### src/hdl/c_style_lexer_defines.svh
// Assertion macros shared by the lexer modules.
// Needs a clock aclk and an active-low reset aresetn in the including module.
`ifndef C_STYLE_LEXER_DEFINES_SVH
`define C_STYLE_LEXER_DEFINES_SVH

// Check that a condition holds at every edge out of reset.
`define CSL_ASSERT(label, cond) \
    label: assert property (@(posedge aclk) disable iff (!aresetn) (cond)) \
        else $error("lexer check failed");

// Check that a condition at one edge implies another at the next edge.
`define CSL_ASSERT_NEXT(label, ante, cons) \
    label: assert property (@(posedge aclk) disable iff (!aresetn) (ante) |=> (cons)) \
        else $error("lexer sequence check failed");

`endif

### src/hdl/csl_pkg.sv
// Shared types, codes and character classes for the C-style lexer.
// No dependencies; every lexer module imports it.
package csl_pkg;

    // Lexer modes
    localparam logic [3:0] M_IDLE   = 4'd0;
    localparam logic [3:0] M_DOT    = 4'd1;
    localparam logic [3:0] M_SLASH  = 4'd2;
    localparam logic [3:0] M_DOTS   = 4'd3;
    localparam logic [3:0] M_IDENT  = 4'd4;
    localparam logic [3:0] M_SYM    = 4'd5;
    localparam logic [3:0] M_NINT   = 4'd6;
    localparam logic [3:0] M_NFRAC  = 4'd7;
    localparam logic [3:0] M_NESIGN = 4'd8;
    localparam logic [3:0] M_NEDIG  = 4'd9;
    localparam logic [3:0] M_STR    = 4'd10;
    localparam logic [3:0] M_STRESC = 4'd11;
    localparam logic [3:0] M_CBLK   = 4'd12;
    localparam logic [3:0] M_CSTAR  = 4'd13;
    localparam logic [3:0] M_CLINE  = 4'd14;

    // Token kinds
    localparam logic [2:0] K_PUNCT = 3'd0;
    localparam logic [2:0] K_DOTS  = 3'd1;
    localparam logic [2:0] K_STR   = 3'd2;
    localparam logic [2:0] K_IDENT = 3'd3;
    localparam logic [2:0] K_SYM   = 3'd4;
    localparam logic [2:0] K_NUM   = 3'd5;
    localparam logic [2:0] K_END   = 3'd6;

    // End marker status
    localparam logic [1:0] ST_OK       = 2'd0;
    localparam logic [1:0] ST_CMT_OPEN = 2'd1;
    localparam logic [1:0] ST_STR_OPEN = 2'd2;

    // Register indexes (byte address / 8)
    localparam logic [1:0] REG_SYM_LO = 2'd0;
    localparam logic [1:0] REG_SYM_HI = 2'd1;
    localparam logic [1:0] REG_EXP_EN = 2'd2;

    // Characters
    localparam logic [7:0] CH_DOT    = 8'h2E;
    localparam logic [7:0] CH_SLASH  = 8'h2F;
    localparam logic [7:0] CH_STAR   = 8'h2A;
    localparam logic [7:0] CH_QUOTE  = 8'h22;
    localparam logic [7:0] CH_BSLASH = 8'h5C;
    localparam logic [7:0] CH_NL     = 8'h0A;
    localparam logic [7:0] CH_PLUS   = 8'h2B;
    localparam logic [7:0] CH_MINUS  = 8'h2D;
    localparam logic [7:0] CH_US     = 8'h5F;
    localparam logic [7:0] CH_E_LO   = 8'h65;
    localparam logic [7:0] CH_E_UP   = 8'h45;

    // Result queue; depth must be a power of two, at least 2
    localparam int QDEPTH = 4;
    localparam int QAW    = $clog2(QDEPTH);

    typedef struct packed {
        logic [7:0] ch;
        logic [2:0] kind;
        logic       last;
        logic [1:0] status;
    } csl_res_t;

    typedef struct packed {
        logic [127:0] sym_mask;
        logic         exp_en;
    } csl_cfg_t;

    typedef struct packed {
        logic room;
        logic nonempty;
    } csl_qstat_t;

    // What a byte does when it opens a token
    typedef struct packed {
        logic       emit;
        logic       last;
        logic       keep;
        logic [2:0] kind;
        logic [3:0] mode;
    } csl_start_t;

    function automatic logic is_digit(input logic [7:0] c);
        return (c >= 8'h30) && (c <= 8'h39);
    endfunction

    function automatic logic is_alpha(input logic [7:0] c);
        return ((c >= 8'h61) && (c <= 8'h7A)) || ((c >= 8'h41) && (c <= 8'h5A));
    endfunction

    function automatic logic is_punct(input logic [7:0] c);
        return c inside {8'h28, 8'h29, 8'h7B, 8'h7D, 8'h5B, 8'h5D, 8'h2C, 8'h3B, 8'h25};
    endfunction

    // High codes are never symbolic
    function automatic logic is_sym(input logic [7:0] c, input logic [127:0] mask);
        return !c[7] && mask[c[6:0]];
    endfunction

    function automatic csl_start_t start_tok(input logic [7:0] c, input logic [127:0] mask);
        csl_start_t s;
        s = '{emit: 1'b0, last: 1'b0, keep: 1'b0, kind: K_PUNCT, mode: M_IDLE};
        if (is_punct(c)) begin
            s.emit = 1'b1;
            s.last = 1'b1;
        end else if (c == CH_DOT) begin
            s.keep = 1'b1; s.kind = K_DOTS; s.mode = M_DOT;
        end else if (c == CH_SLASH) begin
            s.keep = 1'b1; s.kind = K_SYM; s.mode = M_SLASH;
        end else if (c == CH_QUOTE) begin
            s.emit = 1'b1; s.kind = K_STR; s.mode = M_STR;
        end else if (is_alpha(c) || c == CH_US) begin
            s.keep = 1'b1; s.kind = K_IDENT; s.mode = M_IDENT;
        end else if (is_sym(c, mask)) begin
            s.keep = 1'b1; s.kind = K_SYM; s.mode = M_SYM;
        end else if (is_digit(c)) begin
            s.keep = 1'b1; s.kind = K_NUM; s.mode = M_NINT;
        end
        return s;
    endfunction

endpackage

### src/hdl/c_style_lexer.sv
// Channel   | Dir | Signals                         | Word contents
// s_        | in  | s_tvalid s_tready s_tdata s_tlast | source byte, tlast = end of text
// m_        | out | m_tvalid m_tready m_tdata m_tuser m_tlast | token byte, kind, last
// APB       | in  | psel penable pwrite paddr pwdata prdata pready | masks, exponent enable
// One source word is taken per cycle while the queue has room; each yields zero,
// one or two result words. Results reach m_ through a four-word queue and then
// an output register, the second result of a word behind the first.
// A word is refused only while the queue has under two free slots.
// Sustained output is one word per cycle while m_tready is high, set by the single
// output register. Reset is synchronous on aresetn low.
module c_style_lexer
    import csl_pkg::*;
(
    input  logic        aclk,
    input  logic        aresetn,
    input  logic        s_tvalid,
    output logic        s_tready,
    input  logic [7:0]  s_tdata,    // [7:0] in_char
    input  logic        s_tlast,
    output logic        m_tvalid,
    input  logic        m_tready,
    output logic [15:0] m_tdata,    // [7:0] out_char, [9:8] status
    output logic [2:0]  m_tuser,    // [2:0] token_kind
    output logic        m_tlast,
    input  logic        psel,
    input  logic        penable,
    input  logic        pwrite,
    input  logic [4:0]  paddr,
    input  logic [63:0] pwdata,
    output logic [63:0] prdata,
    output logic        pready
);

    csl_cfg_t   cfg;
    csl_qstat_t qstat;
    logic [1:0] push_cnt;
    csl_res_t   push_d0, push_d1, head;
    logic       pop;

    csl_regs u_regs (
        .aclk, .aresetn, .psel, .penable, .pwrite, .paddr, .pwdata,
        .prdata, .pready, .cfg
    );

    csl_front u_front (
        .aclk, .aresetn, .s_tvalid, .s_tready, .s_tdata, .s_tlast,
        .cfg, .qstat, .push_cnt, .push_d0, .push_d1
    );

    csl_queue u_queue (
        .aclk, .aresetn, .push_cnt, .push_d0, .push_d1, .pop, .head, .qstat
    );

    csl_back u_back (
        .aclk, .aresetn, .qstat, .head, .pop,
        .m_tvalid, .m_tready, .m_tdata, .m_tuser, .m_tlast
    );

endmodule

### src/hdl/csl_regs.sv
// Configuration registers of the lexer behind an APB-style port.
// Depends on csl_pkg for register indexes and the config struct.
module csl_regs
    import csl_pkg::*;
(
    input  logic        aclk,
    input  logic        aresetn,
    input  logic        psel,
    input  logic        penable,
    input  logic        pwrite,
    input  logic [4:0]  paddr,
    input  logic [63:0] pwdata,
    output logic [63:0] prdata,
    output logic        pready,
    output csl_cfg_t    cfg
);

    logic [63:0] sym_lo_reg;
    logic [63:0] sym_hi_reg;
    logic        exp_en_reg;
    logic        wr_en;

    assign pready = 1'b1;
    assign wr_en  = psel && penable && pwrite;

    always_ff @(posedge aclk) begin
        if (!aresetn) begin
            sym_lo_reg <= '0;
            sym_hi_reg <= '0;
            exp_en_reg <= 1'b1;
        end else if (wr_en) begin
            case (paddr[4:3])
                REG_SYM_LO: sym_lo_reg <= pwdata;
                REG_SYM_HI: sym_hi_reg <= pwdata;
                REG_EXP_EN: exp_en_reg <= pwdata[0];
                default: ;
            endcase
        end
    end

    always_comb begin
        case (paddr[4:3])
            REG_SYM_LO: prdata = sym_lo_reg;
            REG_SYM_HI: prdata = sym_hi_reg;
            REG_EXP_EN: prdata = {63'd0, exp_en_reg};
            default:    prdata = '0;
        endcase
    end

    assign cfg = '{sym_mask: {sym_hi_reg, sym_lo_reg}, exp_en: exp_en_reg};

endmodule

### src/hdl/csl_front.sv
// Front end: takes source words, runs the lexer mode machine, writes 0-2 results.
// Depends on csl_pkg and c_style_lexer_defines.svh.
`include "c_style_lexer_defines.svh"

module csl_front
    import csl_pkg::*;
(
    input  logic       aclk,
    input  logic       aresetn,
    input  logic       s_tvalid,
    output logic       s_tready,
    input  logic [7:0] s_tdata,
    input  logic       s_tlast,
    input  csl_cfg_t   cfg,
    input  csl_qstat_t qstat,
    output logic [1:0] push_cnt,
    output csl_res_t   push_d0,
    output csl_res_t   push_d1
);

    logic [3:0] mode_reg, mode_next;
    logic [7:0] hb_reg, hb_next;
    logic [2:0] hk_reg, hk_next;
    logic       acc;
    logic       in_num;

    logic       p_valid, b_valid;
    csl_res_t   p_res, b_res;
    logic [1:0] cnt;

    assign s_tready = qstat.room;
    assign acc      = s_tvalid && s_tready;

    always_comb begin
        logic [7:0] c;
        logic       adv, more, do_begin;
        logic [3:0] adv_mode;
        logic [2:0] kind_eff;
        logic [1:0] st;
        csl_start_t s;

        c         = s_tdata;
        adv       = 1'b0;
        more      = 1'b0;
        do_begin  = 1'b0;
        adv_mode  = M_IDLE;
        kind_eff  = hk_reg;
        st        = ST_OK;
        s         = start_tok(c, cfg.sym_mask);
        mode_next = mode_reg;
        hb_next   = hb_reg;
        hk_next   = hk_reg;
        p_valid   = 1'b0;
        b_valid   = 1'b0;
        p_res     = '{ch: hb_reg, kind: hk_reg, last: 1'b0, status: ST_OK};
        b_res     = '{ch: c, kind: s.kind, last: s.last, status: ST_OK};

        if (s_tlast) begin
            // flush the held byte, then the end marker
            case (mode_reg)
                M_DOT: begin
                    p_valid = 1'b1;
                    p_res   = '{ch: hb_reg, kind: K_DOTS, last: 1'b1, status: ST_OK};
                end
                M_SLASH: begin
                    p_valid = is_sym(CH_SLASH, cfg.sym_mask);
                    p_res   = '{ch: hb_reg, kind: K_SYM, last: 1'b1, status: ST_OK};
                end
                M_DOTS, M_IDENT, M_SYM, M_NINT, M_NFRAC, M_NESIGN, M_NEDIG: begin
                    p_valid = 1'b1;
                    p_res   = '{ch: hb_reg, kind: hk_reg, last: 1'b1, status: ST_OK};
                end
                M_STR, M_STRESC: st = ST_STR_OPEN;
                M_CBLK, M_CSTAR: st = ST_CMT_OPEN;
                default: ;
            endcase
            b_valid   = 1'b1;
            b_res     = '{ch: 8'd0, kind: K_END, last: 1'b1, status: st};
            mode_next = M_IDLE;
        end else begin
            case (mode_reg)
                M_DOT: begin
                    adv = 1'b1;
                    if (!is_digit(c)) begin
                        kind_eff = K_DOTS; more = (c == CH_DOT); adv_mode = M_DOTS;
                    end else if (is_sym(CH_DOT, cfg.sym_mask)) begin
                        kind_eff = K_SYM; more = is_sym(c, cfg.sym_mask); adv_mode = M_SYM;
                    end else begin
                        kind_eff = K_NUM; more = 1'b1; adv_mode = M_NINT;
                    end
                end
                M_SLASH: begin
                    if (c == CH_STAR) begin
                        mode_next = M_CBLK;
                    end else if (c == CH_SLASH) begin
                        mode_next = M_CLINE;
                    end else if (is_sym(CH_SLASH, cfg.sym_mask)) begin
                        adv = 1'b1; kind_eff = K_SYM;
                        more = is_sym(c, cfg.sym_mask); adv_mode = M_SYM;
                    end else begin
                        do_begin = 1'b1;
                    end
                end
                M_DOTS: begin
                    adv = 1'b1; more = (c == CH_DOT); adv_mode = M_DOTS;
                end
                M_IDENT: begin
                    adv = 1'b1; more = is_alpha(c) || is_digit(c) || c == CH_US;
                    adv_mode = M_IDENT;
                end
                M_SYM: begin
                    adv = 1'b1; more = is_sym(c, cfg.sym_mask); adv_mode = M_SYM;
                end
                M_NINT, M_NFRAC: begin
                    adv = 1'b1;
                    if (is_digit(c)) begin
                        more = 1'b1; adv_mode = mode_reg;
                    end else if (c == CH_DOT && mode_reg == M_NINT) begin
                        more = 1'b1; adv_mode = M_NFRAC;
                    end else if (cfg.exp_en && (c == CH_E_LO || c == CH_E_UP)) begin
                        more = 1'b1; adv_mode = M_NESIGN;
                    end
                end
                M_NESIGN: begin
                    adv = 1'b1; more = c == CH_PLUS || c == CH_MINUS || is_digit(c);
                    adv_mode = M_NEDIG;
                end
                M_NEDIG: begin
                    adv = 1'b1; more = is_digit(c); adv_mode = M_NEDIG;
                end
                M_STR: begin
                    if (c == CH_QUOTE) begin
                        p_valid = 1'b1;
                        p_res   = '{ch: c, kind: K_STR, last: 1'b1, status: ST_OK};
                        mode_next = M_IDLE;
                    end else if (c == CH_BSLASH) begin
                        mode_next = M_STRESC;
                    end else begin
                        p_valid = 1'b1;
                        p_res   = '{ch: c, kind: K_STR, last: 1'b0, status: ST_OK};
                    end
                end
                M_STRESC: begin
                    p_valid   = 1'b1;
                    p_res     = '{ch: c, kind: K_STR, last: 1'b0, status: ST_OK};
                    mode_next = M_STR;
                end
                M_CBLK: begin
                    if (c == CH_STAR) mode_next = M_CSTAR;
                end
                M_CSTAR: begin
                    if (c == CH_SLASH) mode_next = M_IDLE;
                    else if (c != CH_STAR) mode_next = M_CBLK;
                end
                M_CLINE: begin
                    if (c == CH_NL) mode_next = M_IDLE;
                end
                default: do_begin = 1'b1;
            endcase

            // emit the held byte; keep the new one or start a fresh token
            if (adv) begin
                p_valid = 1'b1;
                p_res   = '{ch: hb_reg, kind: kind_eff, last: !more, status: ST_OK};
                if (more) begin
                    hb_next   = c;
                    hk_next   = kind_eff;
                    mode_next = adv_mode;
                end else begin
                    do_begin = 1'b1;
                end
            end

            if (do_begin) begin
                b_valid   = s.emit;
                mode_next = s.mode;
                if (s.keep) begin
                    hb_next = c;
                    hk_next = s.kind;
                end
            end
        end
    end

    assign cnt      = {1'b0, p_valid} + {1'b0, b_valid};
    assign push_cnt = acc ? cnt : 2'd0;
    assign push_d0  = p_valid ? p_res : b_res;
    assign push_d1  = b_res;

    always_ff @(posedge aclk) begin
        if (!aresetn) begin
            mode_reg <= M_IDLE;
        end else if (acc) begin
            mode_reg <= mode_next;
        end
    end

    always_ff @(posedge aclk) begin
        if (acc) begin
            hb_reg <= hb_next;
            hk_reg <= hk_next;
        end
    end

    assign in_num = mode_reg inside {M_NINT, M_NFRAC, M_NESIGN, M_NEDIG};

    `CSL_ASSERT_NEXT(a_end_to_idle, acc && s_tlast, mode_reg == M_IDLE)
    `CSL_ASSERT(a_ident_kind, (mode_reg != M_IDENT) || (hk_reg == K_IDENT))
    `CSL_ASSERT(a_num_kind, !in_num || (hk_reg == K_NUM))

endmodule

### src/hdl/csl_queue.sv
// Short result queue between front and back; takes up to two words a cycle.
// Depends on csl_pkg and c_style_lexer_defines.svh.
`include "c_style_lexer_defines.svh"

module csl_queue
    import csl_pkg::*;
(
    input  logic       aclk,
    input  logic       aresetn,
    input  logic [1:0] push_cnt,
    input  csl_res_t   push_d0,
    input  csl_res_t   push_d1,
    input  logic       pop,
    output csl_res_t   head,
    output csl_qstat_t qstat
);

    csl_res_t         mem [QDEPTH];
    logic [QAW-1:0]   wp_reg, rp_reg;
    logic [QAW:0]     count_reg, count_next;
    logic [QAW-1:0]   wp_inc;

    assign wp_inc = wp_reg + QAW'(1);

    always_ff @(posedge aclk) begin
        if (push_cnt != 2'd0) mem[wp_reg] <= push_d0;
        if (push_cnt == 2'd2) mem[wp_inc] <= push_d1;
    end

    assign count_next = count_reg + (QAW+1)'(push_cnt) - (QAW+1)'(pop);

    always_ff @(posedge aclk) begin
        if (!aresetn) begin
            wp_reg    <= '0;
            rp_reg    <= '0;
            count_reg <= '0;
        end else begin
            wp_reg    <= wp_reg + QAW'(push_cnt);
            rp_reg    <= rp_reg + QAW'(pop);
            count_reg <= count_next;
        end
    end

    assign head           = mem[rp_reg];
    assign qstat.nonempty = count_reg != '0;
    assign qstat.room     = count_reg <= (QAW+1)'(QDEPTH - 2);

    `CSL_ASSERT(a_no_overfill, count_reg <= (QAW+1)'(QDEPTH))
    `CSL_ASSERT(a_push_room, (push_cnt == 2'd0) || qstat.room)
    `CSL_ASSERT(a_pop_nonempty, !pop || qstat.nonempty)

endmodule

### src/hdl/csl_back.sv
// Back end: drains the result queue into the output register of the result stream.
// Depends on csl_pkg.
module csl_back
    import csl_pkg::*;
(
    input  logic        aclk,
    input  logic        aresetn,
    input  csl_qstat_t  qstat,
    input  csl_res_t    head,
    output logic        pop,
    output logic        m_tvalid,
    input  logic        m_tready,
    output logic [15:0] m_tdata,
    output logic [2:0]  m_tuser,
    output logic        m_tlast
);

    logic     valid_reg, valid_next;
    csl_res_t out_reg;

    // advance when the output register is empty or being taken
    assign pop        = qstat.nonempty && (!valid_reg || m_tready);
    assign valid_next = pop || (valid_reg && !m_tready);

    always_ff @(posedge aclk) begin
        if (!aresetn) begin
            valid_reg <= 1'b0;
        end else begin
            valid_reg <= valid_next;
        end
    end

    always_ff @(posedge aclk) begin
        if (pop) out_reg <= head;
    end

    assign m_tvalid = valid_reg;
    assign m_tdata  = {6'd0, out_reg.status, out_reg.ch};
    assign m_tuser  = out_reg.kind;
    assign m_tlast  = out_reg.last;

endmodule

### config.mk
export PLATFORM = sky130hd
export DESIGN_NAME = c_style_lexer
export DESIGN_NICKNAME = d
export VERILOG_FILES = /design/src/hdl/csl_pkg.sv /design/src/hdl/c_style_lexer.sv /design/src/hdl/csl_regs.sv /design/src/hdl/csl_front.sv /design/src/hdl/csl_queue.sv /design/src/hdl/csl_back.sv
export VERILOG_INCLUDE_DIRS = /design/src /design/src/hdl
export SDC_FILE = /design/constraint.sdc
export NUM_CORES = 1
export LEC_CHECK = 0
export BUFFER_PORTS_ARGS = -buffer_cell sky130_fd_sc_hd__buf_2
export CORE_MARGIN = 10
export CORE_UTILIZATION = 35
export CTS_CLUSTER_DIAMETER = 60
export CTS_CLUSTER_SIZE = 12
export DETAILED_ROUTE_END_ITERATION = 12
export PLACE_DENSITY = 0.65
export SYNTH_ARGS = -nofsm -noshare
export SYNTH_HDL_FRONTEND = slang
export SYNTH_SLANG_ARGS = --single-unit
### constraint.sdc
create_clock -name aclk -period 14.8 [get_ports aclk]
set_input_delay 2.96 -clock aclk [delete_from_list [all_inputs] [get_ports aclk]]
set_output_delay 2.96 -clock aclk [all_outputs]
set_load 0.05 [all_outputs]
* Word level (Yosys, flattened, before mapping)
Memory sizes are Yosys's and may differ from the RTL's. A register that Yosys moved wholly into a read port is not among the register bits. Cells that the tools add are included.
Operators by class: $add $sub $neg 6, multiply operators 0, div/mod/pow operators 0, $lt $le $gt $ge 8, equal/unequal tests 39, shift-type cells 0, mux-type cells 96, bitwise logic cells 1, reduce and logical (&&, ||, !) cells 40
Operators by type and width (number):
- 64-bit case mux with 3 select lines | 1
- 8-bit by 6-bit equality test with 1-bit output, second input constant | 11
- 14-bit 2-to-1 mux | 6
- 8-bit 2-to-1 mux | 10
- 4-bit 2-to-1 mux | 18
- 8-bit by 7-bit equality test with 1-bit output, second input constant | 8
- 1-bit 2-to-1 mux | 37
- 4-bit equality test, second input constant | 7
- 14-bit case mux with 2 select lines | 1
- 4-bit case mux with 7 select lines | 1
- 3-bit 2-to-1 mux | 9
- 4-bit case mux with 6 select lines | 1
- 6-bit case mux with 3 select lines | 1
- 4-bit by 3-bit equality test with 1-bit output, second input constant | 4
- 8-bit by 7-bit greater-or-equal comparator with 1-bit output, second input constant | 2
- 8-bit by 7-bit less-or-equal comparator with 1-bit output, second input constant | 2
- 13-bit OR reduction | 1
- 1-bit logical AND | 11
- 2-bit AND reduction | 5
- 1-bit logical OR | 9
- 9-bit nonzero test | 1
- 4-bit by 2-bit equality test with 1-bit output, second input constant | 2
- 8-bit by 4-bit equality test with 1-bit output, second input constant | 1
- 8-bit by 6-bit greater-or-equal comparator with 1-bit output, second input constant | 1
- other kinds (29) | 40
Storage, ports and cells: bits in registers 152, bits in latches 0, memory bits (writable) 56, bits in read-only memories 0, input port bits 85, output and inout bits 87, logic and storage cells 201, memories 1
Memories:
- u_queue.mem | depth 4, bits a word 14, rd ports 1, clocked after Yosys merged registers in 1, write ports 2, RTL line csl_queue.sv:18 | csl_res_t mem [QDEPTH];

* Depth between registers and ports, before layout
word-level depth 18, depth in mapped cells 21, depth with buffers taken out 16

* Hierarchy
Synthesis repeated with hierarchy kept, for this count alone.
Unflattened totals: cell total of the unflattened synthesis 1259, area total of the unflattened synthesis 12851.1 sq um
By module, submodules not included:
- csl_regs | times used 1, cells each 637, area an instance 5856.9 sq um, sequential area each 2582.5 sq um
- csl_queue | times used 1, cells each 179, area an instance 3251.9 sq um, sequential area each 1821.7 sq um
- csl_front | times used 1, cells each 418, area an instance 3225.6 sq um, sequential area each 410.4 sq um
- csl_back | times used 1, cells each 25, area an instance 516.7 sq um, sequential area each 440.4 sq um

* Worst setup path before layout
Ideal clock, no wire load.
path type input -> output, from input port paddr[3], to output port prdata[0], arrival time 4.791 ns, data required time 11.840 ns, setup slack 7.049 ns, cell stages on the path 4, buffers on the path 3, path through clkbuf_1 -> clkbuf_1 -> buf_1 -> o21ai_0
Between the ends: word-level cells in the longest chain between the ends 2, elaborated cells on any way between the ends 4, those cells by class 2 x eq/ne; 1 x mux; 1 x reduce/logical
Ends and longest elaborated chain:
- start: declaration | RTL line c_style_lexer.sv:28 | input logic [4:0] paddr,
- 2-bit equality test, or another cell as far along | RTL line csl_regs.sv:42 | case (paddr[4:3])
- 64-bit case mux with 3 select lines (*) | RTL line csl_regs.sv:42
- end: declaration | RTL line c_style_lexer.sv:30 | output logic [63:0] prdata,
Every way passes the cells marked *; elsewhere a longest branch is shown, timed or not.

==> results by group <==
Clocking
  • CTS Buffer Depth: 3
  • # clock sinks: 222
  • Worst skew pair latency: around 0.54 ns
  • Clk pin slew, worst setup/hold paths: 0.06 ns
  • CTS Hold Bufs: 0
  • H-tree levels: 1
  • CTS tree: yes
  • CTS Buf Count: 26
  • PostCTS Resize Cnt: 0
  • Root Driver: clkbuf_16
  • Setup repair bufs after CTS: 0

Floorplan
  • Die width: between 200 and 250 µm
  • Placement Rows: 69
  • I/O pins: 172
  • Total die area: 43,900 µm²
  • Core area: roughly 35,000 µm²
  • Height of the die: 209 µm
  • Initial Util: 35.4%

STA
  • Fin. max-slew vios: 0
  • Max Fclk: 119 MHz
  • Crit path time final: roughly 8.4 ns
  • Fin Clk Skew: 0.0106 ns
  • Setup_tns: 0 ns
  • Worst slew pin tran: 1.20 ns
  • Tcrit/Tclk final: about 57%
  • Slew HR: 19.5%
  • RSZ-0062 raised after global routing: no
  • # setup viols final: 0
  • Final hold vios: 0

Logic synthesis
  • Compound-Gate Fraction of Synth Area: 17.7%
  • Share of synthesized registers carrying an async set or reset: 0%
  • Cell taking the most area after synthesis: dfxtp_1
  • Yosys warnings: 0
  • Count of flip-flops with a built-in enable after synthesis: 81
  • Synth Area in Simple Gates: roughly a fifth
  • Largest family of logic cells by synthesized area: simple AND/OR/NAND/NOR gates
  • Register bit total from synthesis: 222
  • Post-synthesis xor/xnor area fraction: 0.628%
  • Synth Instances: 1,395
  • Mux contribution to synthesized area: 14.3%
  • Ys flop type: dfxtp_1
  • Synth Area in Adders: 0.757%
  • Distinct cell type count after synthesis: 87
  • Top-count cell post-synth: nand2_1
  • Post-synthesis sequential area ratio: a little over two fifths
  • Mean Syn Cell Area: 9.00 µm²
  • Synth area leaders: dfxtp_1 (22%), edfxtp_1 (19%), nand2_1 (9.1%)
  • Area fraction of the dominant cell type after synthesis: 22.5%
  • Top cells by count, synth: nand2_1 (305), nor2_1 (148), dfxtp_1 (141), a21boi_0 (129), mux2i_1 (106)
  • Post-Syn Area: 12,600 µm²

Cells and area
  • Filler Cell Count: between 3,000 and 4,000
  • Share of cells above drive strength 1: a little under a fifth
  • Area Growth Syn to Fin: 14.9%
  • Final Net Count: approximately 1,600
  • Area occupied by multi-input gates: approximately 6700 µm²
  • Final core utilization: 40.7%
  • FF/Latch Area: 5260 µm²

Setup path
  • Crit path max fanout: 38
  • Worst EP required: 15.09 ns
  • Crit path launch type: primary input
  • Worst path slowest cell: o41ai_4
  • Critical path cell sequence: buf_4 > buf_4 > mux2i_1 > a22oi_1 > a21oi_1 > a2111oi_2 > o21ai_1 > o41ai_4 > nor2_1 > a21o_1 > ha_1 > nor2b_1 > nand2b_1 > nor2_1 > nor2_1 > o31a_1
  • Register-to-Register Path Depth: 14
  • CP Buf/Inv Count: 2
  • Worst path top cell family by delay: compound AO/OA/AOI/OAI gates
  • Slowest stage delay, CP: 0.85 ns
  • RR Endpoint: u_queue.mem[3][5]
  • CP Class: primary input to register
  • CP Capture Type: register
  • FF-to-FF Start: u_regs.sym_lo_reg[46]
  • WP data arrival: 8.70 ns
  • Most frequent CP cell: nor2_1
  • Register-to-register setup slack: 9.59 ns

Power and ir drop
  • Sw frac: a little under a third
  • Pint: 0.00123 W
  • Switching pwr: approximately 0.00055 W
  • Flop pwr share: 41.4%
  • PD cells: 124 nW/µm²
  • Comb power frac: 22.1%
  • Worst ir drop on vdd: 0.108 mV
  • Leak pwr: 5.44 nW
  • Clock power frac: 36.5%

GRT
  • Grt ovf: 0
  • Vias in the first global route: 10,424
  • GRT Resource Usage Total: about 16%
  • Largest net degree at the start of global routing: 72
  • First-pass GRT wire length: around 59 mm
  • Number of antenna violations at the first check in global routing: 3

Place
  • Port Buffer Count: 161
  • GP Congestion: 0.935
  • HPWL Detailed: 25.9 mm

Hold path
  • Worst Hold Depth: 2
  • Hold crit path type: register to register
  • Hold Path End: u_regs.sym_hi_reg[63]
  • HP Start: u_regs.sym_hi_reg[63]

Drt
  • Wirelength, routed: 37.7 mm
  • Drt pass-1 iters: 6
  • Vias/cell: 5.46
  • DR DRC count: 0
  • Wire per inst: 19.2 µm
  • Antenna Nets Post-Route: 0
  • Via count: 10,750
  • Initial drt markers: 914

Job
  • Max_cap viols: 0

Status
  • Status: completed
==> power by group through the flow <==
stage	clock network [W]	logic [W]	registers, W
final	0.000650	0.000393	0.000738
after global routing	0.000684	0.000428	0.000746
after CTS	0.000662	0.000395	0.000740
after detailed placement	0	0.000395	0.000753
after global placement	0	0.000389	0.000751
after floorplan	0	0.000237	0.000809
==> worst max path at each step <==
stage | startpoint | endpoint | slack [ns] | cells after the start
after detailed placement | s_tdata[0] | u_queue.mem[3][5] | 6.01 | 16
after global routing | s_tdata[0] | u_queue.mem[3][5] | 6.06 | 16
final | s_tdata[0] | u_queue.mem[3][5] | 6.39 | 16
after global placement | s_tdata[0] | u_queue.mem[3][5] | 6.02 | 16
after CTS | s_tdata[0] | u_queue.mem[3][5] | 6.54 | 16
after floorplan | paddr[3] | prdata[0] | 7.05 | 4
==> area by class of cell <==
class | count | share of cell area, %
Multi-Input combinational cell | 1047 | 46.7
Antenna cell | 2 | 0.0347
Clock inverter | 8 | 0.746
Clock buffer | 36 | 5.20
Tap cell | 461 | 4.00
Sequential cell | 222 | 36.4
Inverter | 14 | 0.364
Timing Repair Buffer | 178 | 6.51
==> through the flow <==
step	instance area (µm²)	std cells	setup slack [ns]	total power, W	hold slack, ns
2_1_floorplan	12600	1400	7.05	0.00105	0.448
3_3_place_gp	13600	1922	6.02	0.00114	0.457
3_5_place_dp	13600	1922	6.01	0.00115	0.462
4_1_cts	14400	1966	6.54	0.00180	0.471
5_1_grt	14400	1966	6.06	0.00186	0.500
6_report	14400	1968	6.39	0.00178	0.473
==> worst reg2reg max path, cell delays in order, from the launching register on <==
cell and delay (ns):
dfxtp_1 0.48, mux2i_1 0.15, a22oi_1 0.22, a21oi_1 0.10, a2111oi_2 0.45, o21ai_1 0.29, o41ai_4 0.85, nor2_1 0.18
a21o_1 0.21, ha_1 0.32, nor2b_1 0.28, nand2b_1 0.15, nor2_1 0.74, nor2_1 0.20, o31a_1 0.33
==> layer usage <==
layer / up-vias / track usage, % / part of all wire [%]
li1: 5113 / - / -
met3: 68 / 3.36 / 7.3
met5: - / 0 / 0.019
met2: 424 / 26.7 / 47
met1: 5143 / 21.7 / 44
met4: 2 / 3.50 / 2.0
==> cells in the final DEF, fill, tap and decap left out, types with 23 or more instances in the layout <==
cell	instances
a21boi_0	129
a21oi_1	51
a22oi_1	23
buf_2	159
clkbuf_16	27
dfxtp_1	141
edfxtp_1	81
mux2i_1	106
mux4_2	26
nand2_1	305
nor2_1	148
==> cell families (layout without fill, tap and decap cells) <==
kind of cell	after synthesis	count (layout)
other cells	2	9
simple gates	575	575
fa+ha+maj	7	7
mux	145	145
xor+xnor	9	9
flops	222	222
compound gates	304	304
buf+inv	131	236
Power figures use the tool's default switching activity.
